===== config.mk =====
export PLATFORM = sky130hd
export DESIGN_NAME = zu4_div
export DESIGN_NICKNAME = d
export VERILOG_FILES = /design/src/sv/zu4_pkg.sv /design/src/sv/zu4_div.sv
export SDC_FILE = /design/constraint.sdc
export NUM_CORES = 1
export LEC_CHECK = 0
export BUFFER_PORTS_ARGS = -buffer_cell sky130_fd_sc_hd__buf_2
export CAP_MARGIN = 20
export CORE_MARGIN = 3
export CORE_UTILIZATION = 58
export CTS_CLUSTER_DIAMETER = 120
export DETAILED_ROUTE_END_ITERATION = 8
export PLACE_DENSITY_LB_ADDON = 0.1
export SETUP_SLACK_MARGIN = 0.05
export SLEW_MARGIN = 10
export SYNTH_ARGS = -nofsm -noshare
export SYNTH_HDL_FRONTEND = slang
export SYNTH_SLANG_ARGS = --single-unit

===== constraint.sdc =====
create_clock -name clk_i -period 3.6 [get_ports clk_i]
set_input_delay 0.36 -clock clk_i [delete_from_list [all_inputs] [get_ports clk_i]]
set_output_delay 0.36 -clock clk_i [all_outputs]
set_load 0.02 [all_outputs]

===== src/sv/zu4_pkg.sv =====
// ----------------------------------------------------------------------------
// zu4_pkg
// Shared types and constants of the x4 zoom upscaler with sharpening.
// ----------------------------------------------------------------------------
package zu4_pkg;

  localparam int unsigned SCALE      = 4;
  localparam int unsigned CFG_IDX_W  = 3;
  localparam int unsigned CFG_DATA_W = 16;
  localparam int unsigned DEN_W      = 16;
  localparam int unsigned ZOOM_MIN   = 4096;
  localparam int unsigned ZOOM_MAX   = 40960;
  localparam int unsigned DAMP_K     = 3277;
  localparam int unsigned PEAK_THR   = 80;
  localparam logic [7:0]  PEAK_RED   = 8'd0;
  localparam logic [7:0]  PEAK_GREEN = 8'd255;
  localparam logic [7:0]  PEAK_BLUE  = 8'd100;

  typedef enum logic [1:0] {
    ACT_WRITE = 2'd0,
    ACT_FRAME = 2'd1,
    ACT_PIXEL = 2'd2,
    ACT_NONE  = 2'd3
  } action_e;

  typedef enum logic [CFG_IDX_W-1:0] {
    CFG_SRC_WIDTH  = 3'd0,
    CFG_SRC_HEIGHT = 3'd1,
    CFG_ZOOM       = 3'd2,
    CFG_PAN_H      = 3'd3,
    CFG_PAN_V      = 3'd4,
    CFG_PEAK_EN    = 3'd5,
    CFG_STAB_EN    = 3'd6,
    CFG_UNUSED     = 3'd7
  } cfg_idx_e;

  typedef struct packed {
    logic [1:0]  action;
    logic [9:0]  src_col;
    logic [8:0]  src_row;
    logic [7:0]  in_red;
    logic [7:0]  in_green;
    logic [7:0]  in_blue;
    logic [7:0]  in_alpha;
    logic [11:0] dst_col;
    logic [10:0] dst_row;
  } pix_in_t;

  typedef struct packed {
    logic [7:0] out_blue;
    logic [7:0] out_green;
    logic [7:0] out_red;
    logic [7:0] out_alpha;
    logic       peaked;
  } pix_out_t;

  typedef enum logic [11:0] {
    ST_IDLE  = 12'b000000000001,
    ST_WRITE = 12'b000000000010,
    ST_PAN   = 12'b000000000100,
    ST_ROI   = 12'b000000001000,
    ST_STEP  = 12'b000000010000,
    ST_ORIG  = 12'b000000100000,
    ST_MULT  = 12'b000001000000,
    ST_LOC   = 12'b000010000000,
    ST_READ  = 12'b000100000000,
    ST_WGT   = 12'b001000000000,
    ST_BLEND = 12'b010000000000,
    ST_FIN   = 12'b100000000000
  } state_e;

endpackage


===== src/sv/zu4_div.sv =====
// ----------------------------------------------------------------------------
// zu4_div
// Restoring unsigned divider, one quotient bit per cycle.
// ----------------------------------------------------------------------------
module zu4_div #(
  parameter int unsigned NUM_W = 40
) (
  input  logic                    clk_i,
  input  logic                    rst_ni,
  input  logic                    start_i,
  input  logic [NUM_W-1:0]        num_i,
  input  logic [zu4_pkg::DEN_W-1:0] den_i,
  output logic                    done_o,
  output logic [NUM_W-1:0]        quo_o
);
  import zu4_pkg::*;

  localparam int unsigned CNT_W = $clog2(NUM_W + 1);

  logic [DEN_W-1:0] den_q;
  logic [DEN_W:0]   rem_q, rem_d, r2;
  logic [NUM_W-1:0] quo_q, quo_d;
  logic [CNT_W-1:0] cnt_q, cnt_d;
  logic             busy_q, busy_d, done_q, done_d;

  always_comb begin
    r2     = {rem_q[DEN_W-1:0], quo_q[NUM_W-1]};
    rem_d  = rem_q;
    quo_d  = quo_q;
    cnt_d  = cnt_q;
    busy_d = busy_q;
    done_d = 1'b0;
    if (start_i) begin
      rem_d  = '0;
      quo_d  = num_i;
      cnt_d  = CNT_W'(NUM_W);
      busy_d = 1'b1;
    end else if (busy_q) begin
      if (r2 >= {1'b0, den_q}) begin
        rem_d = r2 - {1'b0, den_q};
        quo_d = {quo_q[NUM_W-2:0], 1'b1};
      end else begin
        rem_d = r2;
        quo_d = {quo_q[NUM_W-2:0], 1'b0};
      end
      cnt_d = cnt_q - 1'b1;
      if (cnt_q == CNT_W'(1)) begin
        busy_d = 1'b0;
        done_d = 1'b1;
      end
    end
  end

  always_ff @(posedge clk_i or negedge rst_ni) begin
    if (!rst_ni) begin
      busy_q <= 1'b0;
      done_q <= 1'b0;
      cnt_q  <= '0;
    end else begin
      busy_q <= busy_d;
      done_q <= done_d;
      cnt_q  <= cnt_d;
    end
  end

  always_ff @(posedge clk_i) begin
    rem_q <= rem_d;
    quo_q <= quo_d;
    if (start_i) begin
      den_q <= den_i;
    end
  end

  assign done_o = done_q;
  assign quo_o  = quo_q;

endmodule

### Word level (Yosys, flattened, before mapping)

Cells that the tools add are included.

| operators by class | value |
|---|---|
| $lt $le $gt $ge | 1 |
| add/sub/neg operators | 2 |
| eq/ne operators | 1 |
| reduce and logical (&&, ||, !) cells | 1 |
| multiplexer cells | 12 |

Operator list:

| operator | number |
|---|---|
| two-way mux 40 bit | 2 |
| greater-or-equal comparator 17 x 16 -> 1 bit | 1 |
| two-way mux 16 bit | 1 |
| subtractor 16 bit | 1 |
| two-way mux 6 bit | 2 |
| two-way mux 1 bit | 7 |
| equality test 6 x 1 -> 1 bit, second input constant | 1 |
| subtractor 6 x 1 -> 6 bit, second input constant | 1 |
| nonzero test 2 bit | 1 |

| word-level totals | value |
|---|---|
| word-level logic and storage cells | 23 |
| bits of input ports | 59 |
| register bits | 80 |

### Logic depth before layout (Yosys ltp)

Gate-level depths: netlist (run 1).

| depth | value |
|---|---|
| word-level depth | 4 |
| gate-level depth with buffers | 10 |
| gate-level depth less buffers | 10 |

### Least setup slack after synthesis (run 1)

OpenSTA, ideal clock, no wires.

| timing path | value |
|---|---|
| path kind | reg-to-reg |
| from | register quo_q[39] (netlist: quo_o[39]) |
| to | register rem_q[0] |
| period minus slack after synthesis | 2287 ps |
| library setup time | 86 ps |
| stages on the path, launching flop included | 10 |
| arrival time | 2201 ps |
| data required time | 3514 ps |
| setup slack | 1313 ps |
| cells stage by stage | edfxtp_1 -> inv_1 -> ha_1 -> nand2b_1 -> a211oi_2 -> o21ai_1 -> a21oi_2 -> a311oi_4 -> mux2_2 -> a211oi_1 |

| on the way | value |
|---|---|
| word-level cells in the longest chain between the ends | 2 |
| elaborated cells on any way between the ends | 3 |

Ends and longest elaborated chain:

| what | line | source |
|---|---|---|
| start: declaration | zu4_div.sv:22 | `logic [NUM_W-1:0] quo_q, quo_d;` |
| start signal: assignment | zu4_div.sv:68 | `quo_q <= quo_d;` |
| subtractor 16 bit or greater-or-equal comparator 17 x 16 -> 1 bit (tied branches) | zu4_div.sv:40, zu4_div.sv:39 |  |
| two-way mux 16 bit (*) | zu4_div.sv:39 | `if (r2 >= {1'b0, den_q}) begin` |
| end signal: assignment | zu4_div.sv:67 | `rem_q <= rem_d;` |
| end: declaration | zu4_div.sv:21 | `logic [DEN_W:0] rem_q, rem_d, r2;` |

Mark *: on every way between the ends. The rest lies on a longest branch, timed or not.
A chain may end at the register's enable or synchronous reset.

### Final worst setup path (run 1)

| timing path | value |
|---|---|
| from | register den_q[12] |
| to | register rem_q[9] |

| on the way | value |
|---|---|
| word-level cells in the longest chain between the ends | 2 |

Ends and longest elaborated chain:

| what | line | source |
|---|---|---|
| start: declaration | zu4_div.sv:20 | `logic [DEN_W-1:0] den_q;` |
| start signal: assignment | zu4_div.sv:70 | `den_q <= den_i;` |
| greater-or-equal comparator 17 x 16 -> 1 bit | zu4_div.sv:39 |  |
| two-way mux 16 bit | zu4_div.sv:39 |  |

Every way passes these cells.

==> flow_summary.ini, run 1 <==
[setup_path]
worstSetupEndpointType = flip-flop
r2r-end = rem_q[9]
start_kind = flip-flop
cp.arrival_ns = 2.81
required_ns = 3.82
cp_max_fo = 12
crit_top_cell = a21oi_2
critical_path.max_stage_delay_ns = 0.56
worst-r2r-cell-count = 10
worstSetupPathType = flip-flop to flip-flop
crit_chain = inv_1, ha_1, a21oi_2, o21ai_1, a31oi_1, a21oi_2, a311oi_4, buf_4, mux2i_1, a211oi_1
r2r_setup_slack_ns = 1.01
rr_startpoint = den_q[12]
worst_path_max_delay_cell = a311oi_4

[timing]
worst_pin_slew_ns = 0.549
slew_viol_final = 0
fmax_mhz = 385
max-slew-margin-rel_pct = 63.4
post-route-period-util_pct = 72.1
final_hold_viol_count = 0
rsz0062_at_grt = false
layout_min_cycle_time_ns = 2.59
finalSetupTns_ns = 0
finalClockSkew_ns = 0.00832
setup_viol = 0

[cts]
cts_made_buffers = 9
cts_resized = 0
cts-root-buf = clkbuf_8
post_cts_buffers = 0
cts_hold_buf = 1
cts_sinks = 80
cts.htree.levels = 3
clock_latency_ns = 0.34
clockBufferDepth = 2
clk_pin_slew_ns = 0.08
tritoncts = built

[floorplan]
die_y_um = 89.6
initial_core_util_pct = 61.6
die_area_um2 = 8020
die_w_um = 89.6
pin_count = 100
core-area_um2 = 6570
rows = 29

[pwr]
leakage_nw = 2.19
ir_worst_vdd_mv = 0.355
total_power_mw = 3.06
p_per_area_nw_per_um2 = 623

[detailed_routing]
routedWlPerCell_um = 15.7
ant_nets = 0
drtIter0Drc = 138
vias = 2896
drt-total-wl_um = 8330
drt-pass1-iter-count = 4
vias_per_cell = 5.44
drc = 0

[grt]
grt_antenna_before_repair = 0
grt_pass1_vias = 2906
track_usage_pct = 22.5
grt_pass1_wl_um = 13600
grt_max_degree = 58
globalRouteOverflowTotal = 0

[worst_hold_path]
min_path_type = input port to flip-flop
hold_start = den_i[7]
whs_endpoint = den_q[7]
holdPathStages = 1

[layout]
final_common_cell = buf_2
antenna_cells = 0
final_cell_mix = buf_2 (99), edfxtp_1 (56), mux2_2 (40)
final_core_util_pct = 74.7
fin_nets = 512
fin_area_um2 = 4900
syn2layout_area_growth_pct = 21.1
drive_gt1_share_pct = 37.4
fill_cells = 470

[placed_design]
gp_congestion = 0.918
place_area_um2 = 4660
portBuffers = 99
hpwlAfterDp_um = 6030

[synthesis]
synth_area_leaders = edfxtp_1 (42%), mux2_2 (11%), dfxtp_1 (7.9%)
ys_seq_area_share_pct = 54.4
ys_ff_latch = 80
synthArstFlopShare_pct = 10.0
synthDistinctLibCells = 46
syn_avg_cell_area_um2 = 12.3
synth_edf_count = 56
synthesis.nets = 407
netlist_instances = 329
yosys.area.top_type = edfxtp_1
post-synth-top-area-fraction_pct = 41.5
syn_area_um2 = 4050
yosys_warnings = 0
ys.flop_type = edfxtp_1

[flow_run]
maxCapViolCount = 0

[run_status]
status = completed
==> critical path, delay by kind of cell (launching register included) <==
| family | cells | cell delay, ns |
|---|---|---|
| compound gates | 6 | 1.22 |
| fa+ha+maj | 1 | 0.39 |
| buf+inv | 2 | 0.34 |
| flops | 1 | 0.32 |
| mux | 1 | 0.21 |
==> kinds of logic (layout without fill, tap and decap cells) <==
family | count (synthesis) | count (layout) | share of synthesized area [%]
flip-flops | 80 | 80 | 54.4
AND/OR/NAND/NOR | 72 | 72 | 8.68
AO/OA/AOI/OAI | 57 | 57 | 10.2
multiplexers | 51 | 51 | 13.8
buffers and inverters | 34 | 144 | 3.37
adder cells (fa/ha/maj) | 19 | 19 | 6.06
XOR/XNOR | 16 | 16 | 3.46
==> cell usage after synthesis (all sizes together) (3+ instances only) <==
library cell	number
a21oi	14
and3	3
xor2	7
nand2	17
nor3	3
xnor2	9
o21ai	10
dfrtp	8
mux2	40
a211oi	12
nor2	26
a32oi	4
clkbuf	10
ha	18
nand3	3
edfxtp	56
a21o	3
mux2i	11
nand2b	9
dfxtp	16
inv	22
o31ai	4
==> worst max-delay path by stage <==
| stage | startpoint | depth (start not counted) | slack, ns | end |
|---|---|---|---|---|
| after floorplan | quo_o[39] | 9 | 1.31 | rem_q[0] |
| after global placement | den_q[10] | 10 | 1.11 | rem_q[9] |
| after detailed placement | den_q[12] | 10 | 1.04 | rem_q[9] |
| after CTS | den_q[12] | 10 | 1.02 | rem_q[9] |
| after global routing | den_q[8] | 10 | 0.78 | rem_q[10] |
| final | den_q[12] | 10 | 1.01 | rem_q[9] |
==> sequential cells by signal, summed over array words and instances (netlist names) <==
register  count
den_q        16
done_o        1
cnt_q         6
busy_q        1
rem_q        16
quo_o        40
==> stage by stage <==
| stage | hold slack (ns) | std cells | worst slack, ns |
|---|---|---|---|
| 5_1_grt | 0.173 | 532 | 0.779 |
| 3_5_place_dp | 0.209 | 515 | 1.04 |
| 2_1_floorplan | 0.0644 | 329 | 1.31 |
| 4_1_cts | 0.179 | 532 | 1.02 |
| 6_report | 0.191 | 532 | 1.01 |
| 3_3_place_gp | 0.209 | 515 | 1.11 |
==> layer usage <==
| metal | GRT usage [%] | wire length (µm) | up-vias |
|---|---|---|---|
| li1 | - | - | 1420 |
| met1 | 29.9 | 3670 | 1364 |
| met2 | 35.8 | 3940 | 101 |
| met3 | 5.71 | 594 | 11 |
| met4 | 7.85 | 124 | 0 |
| met5 | 0 | 0 | - |
==> layout make-up <==
type | instances | area (µm²) | area share, %
Clock buffer | 12 | 135 | 2.76
Clock inverter | 4 | 93.8 | 1.91
Inverter | 22 | 82.6 | 1.68
Multi-Input combinational cell | 215 | 1710 | 34.9
Sequential cell | 80 | 2200 | 44.9
Tap cell | 93 | 116 | 2.37
Timing Repair Buffer | 106 | 563 | 11.5
==> report_power, final <==
| part | switching (mW) | total, mW | internal, mW |
|---|---|---|---|
| Combinational | 0.580 | 1.05 | 0.466 |
| Sequential | 0.0986 | 1.24 | 1.14 |
| Clock | 0.309 | 0.769 | 0.460 |
| Total | 0.988 | 3.06 | 2.07 |
Power figures use the tool's default switching activity.
==> run 2, diff against run 1 <==
Settings changed: CORE_UTILIZATION 58 to 48.
Clock period 3.6 ns to 2.3 ns, I/O delays scaled along.
==> flow_summary.ini, run 2 (synthesis gave the netlist of run 1 again) <==
[floorplan]
rows = 32
core-area_um2 = 7970
pin_count = 100
die_y_um = 97.8
initial_core_util_pct = 50.8
die_w_um = 97.8
die_area_um2 = 9570

[setup_path]
worst_path_max_delay_cell = dfxtp_1
path_buf_inv = 1
start_kind = flip-flop
crit_chain = ha_4, a21oi_4, o21ai_2, a31oi_2, a21oi_2, a311oi_4, buf_6, mux2_4, a211oi_2
cp.arrival_ns = 2.57
worstSetupEndpointType = flip-flop
path_delay_family = compound AO/OA/AOI/OAI gates
cp_max_fo = 6
worstSetupPathType = flip-flop to flip-flop
required_ns = 2.56
critical_path.max_stage_delay_ns = 0.43

[detailed_routing]
ant_nets = 0
drt-pass1-iter-count = 4
drc = 0
drt-total-wl_um = 9300
routedWlPerCell_um = 16.0
vias_per_cell = 5.24
vias = 3039
drtIter0Drc = 120

[cts]
tritoncts = built
cts_made_buffers = 9
clockBufferDepth = 2
clock_latency_ns = 0.35
cts_sinks = 80
cts-root-buf = clkbuf_8
cts.htree.levels = 3
clk_pin_slew_ns = 0.09

[pwr]
leakage_nw = 2.36
clockPowerShare_pct = 19.4
seqPwrFrac_pct = 37.4
cellInternalPower_mw = 3.48
ir_worst_vdd_mv = 0.503
p_per_area_nw_per_um2 = 974
switching_share_pct = 34.2
combPwrFrac_pct = 43.2
switching_power_mw = 1.81

[grt]
grt_max_degree = 41
grt_antenna_before_repair = 0
grt_pass1_vias = 3182
globalRouteOverflowTotal = 0
grt_pass1_wl_um = 15200
track_usage_pct = 19.7

[placed_design]
hpwlAfterDp_um = 6430
portBuffers = 99
gp_congestion = 0.881
place_area_um2 = 4870
post-place-ws_ns = -0.110

[timing]
fmax_mhz = 434
fin_hold_ws_ns = 0.0437
rsz0062_at_grt = true
max-slew-margin-rel_pct = 57.6
layout_min_cycle_time_ns = 2.31
post-route-period-util_pct = 100
final_hold_viol_count = 0
worst_pin_slew_ns = 0.634
slew_viol_final = 0
final.setup.worst_slack_ns = -0.00557
setup_viol = 1
finalClockSkew_ns = 0.0173

[worst_hold_path]
min_path_type = input port to flip-flop

[layout]
largest_reg_flops = 40
final_common_cell = buf_2
fill_cells = 594
antenna_cells = 0
fin_nets = 551
syn2layout_area_growth_pct = 34.1
drive_gt1_share_pct = 50.6
final_cell_mix = buf_2 (99), edfxtp_1 (56), buf_4 (41)
fin_area_um2 = 5430

[run_status]
violations = negative setup slack
status = complete, but fails checks

[flow_run]
maxCapViolCount = 0
run 2: changes by cell type in the layout (fill, tap and decap cells not counted), sizes merged:
cell and delta:
clkbuf -1, clkinv +1, clkinvlp +2, bufinv -2, buf +39
run 2: layout make-up:
class | instances | area [µm²] | area share, %
Clock buffer | 11 | 131 | 2.42
Clock inverter | 5 | 57.6 | 1.06
Inverter | 22 | 82.6 | 1.52
Multi-Input combinational cell | 215 | 1960 | 36.1
Sequential cell | 80 | 2200 | 40.6
Tap cell | 102 | 128 | 2.35
Timing Repair Buffer | 145 | 867 | 16.0
run 2: worst reg2reg max path, cell delays in order (launching register included):
cell and delay [ns]:
dfxtp_1 0.43, ha_4 0.26, a21oi_4 0.15, o21ai_2 0.09, a31oi_2 0.18, a21oi_2 0.09
a311oi_4 0.36, buf_6 0.19, mux2_4 0.31, a211oi_2 0.17
run 2: metal layers:
| layer | track usage, % | share of wire, % | up-vias |
|---|---|---|---|
| li1 | - | - | 1490 |
| met1 | 24.8 | 43 | 1455 |
| met2 | 31.9 | 48 | 83 |
| met3 | 6.43 | 6.6 | 11 |
| met4 | 6.60 | 1.7 | 0 |
| met5 | 0 | 0 | - |
run 2: path summary, 6_finish.rpt:
check | slack, ns | to | start | depth (start not counted)
max | -0.006 | rem_q[0] | rem_q[11] | 9
min | 0.04 | den_q[14] | den_i[14] | 1
max reg2reg | -0.006 | rem_q[0] | rem_q[11] | 9
min reg2reg | 0.49 | rem_q[15] | rem_q[15] | 2
max in group asynchronous | 1.90 | cnt_q[2] | rst_ni | 2
min in group asynchronous | 0.24 | done_o | rst_ni | 2
run 2: what timing repair did:
| action | CTS | global route |
|---|---|---|
| hold buffers | 1 | 0 |
| setup endpoints to repair | 12 | 17 |
| setup buffers | 9 | 4 |
| resized for setup | 27 | 23 |
| pin swaps | 13 | 13 |
| hold endpoints to repair | 8 | 0 |
| gates cloned | 0 | 0 |
run 2: power by group through the flow:
stage | sequential, mW | clock, mW | combinational [mW]
after global placement | 1.97 | 0 | 1.82
after CTS | 1.97 | 1.06 | 2.08
final | 1.98 | 1.02 | 2.28
after floorplan | 2.05 | 0 | 1.15
after detailed placement | 1.97 | 0 | 1.85
after global routing | 2.01 | 1.11 | 2.48
run 2: metrics by stage:
stage | TNS (ns) | power [mW] | utilization, % | cells
floorplan | 0 | 3.20 | - | 329
global placement | -0.0266 | 3.78 | 61.2 | 550
detailed placement | -0.185 | 3.82 | 61.2 | 550
CTS | 0 | 5.11 | 66.6 | 576
global route | -0.246 | 5.60 | 68.1 | 580
finish | -0.00557 | 5.29 | 68.1 | 580
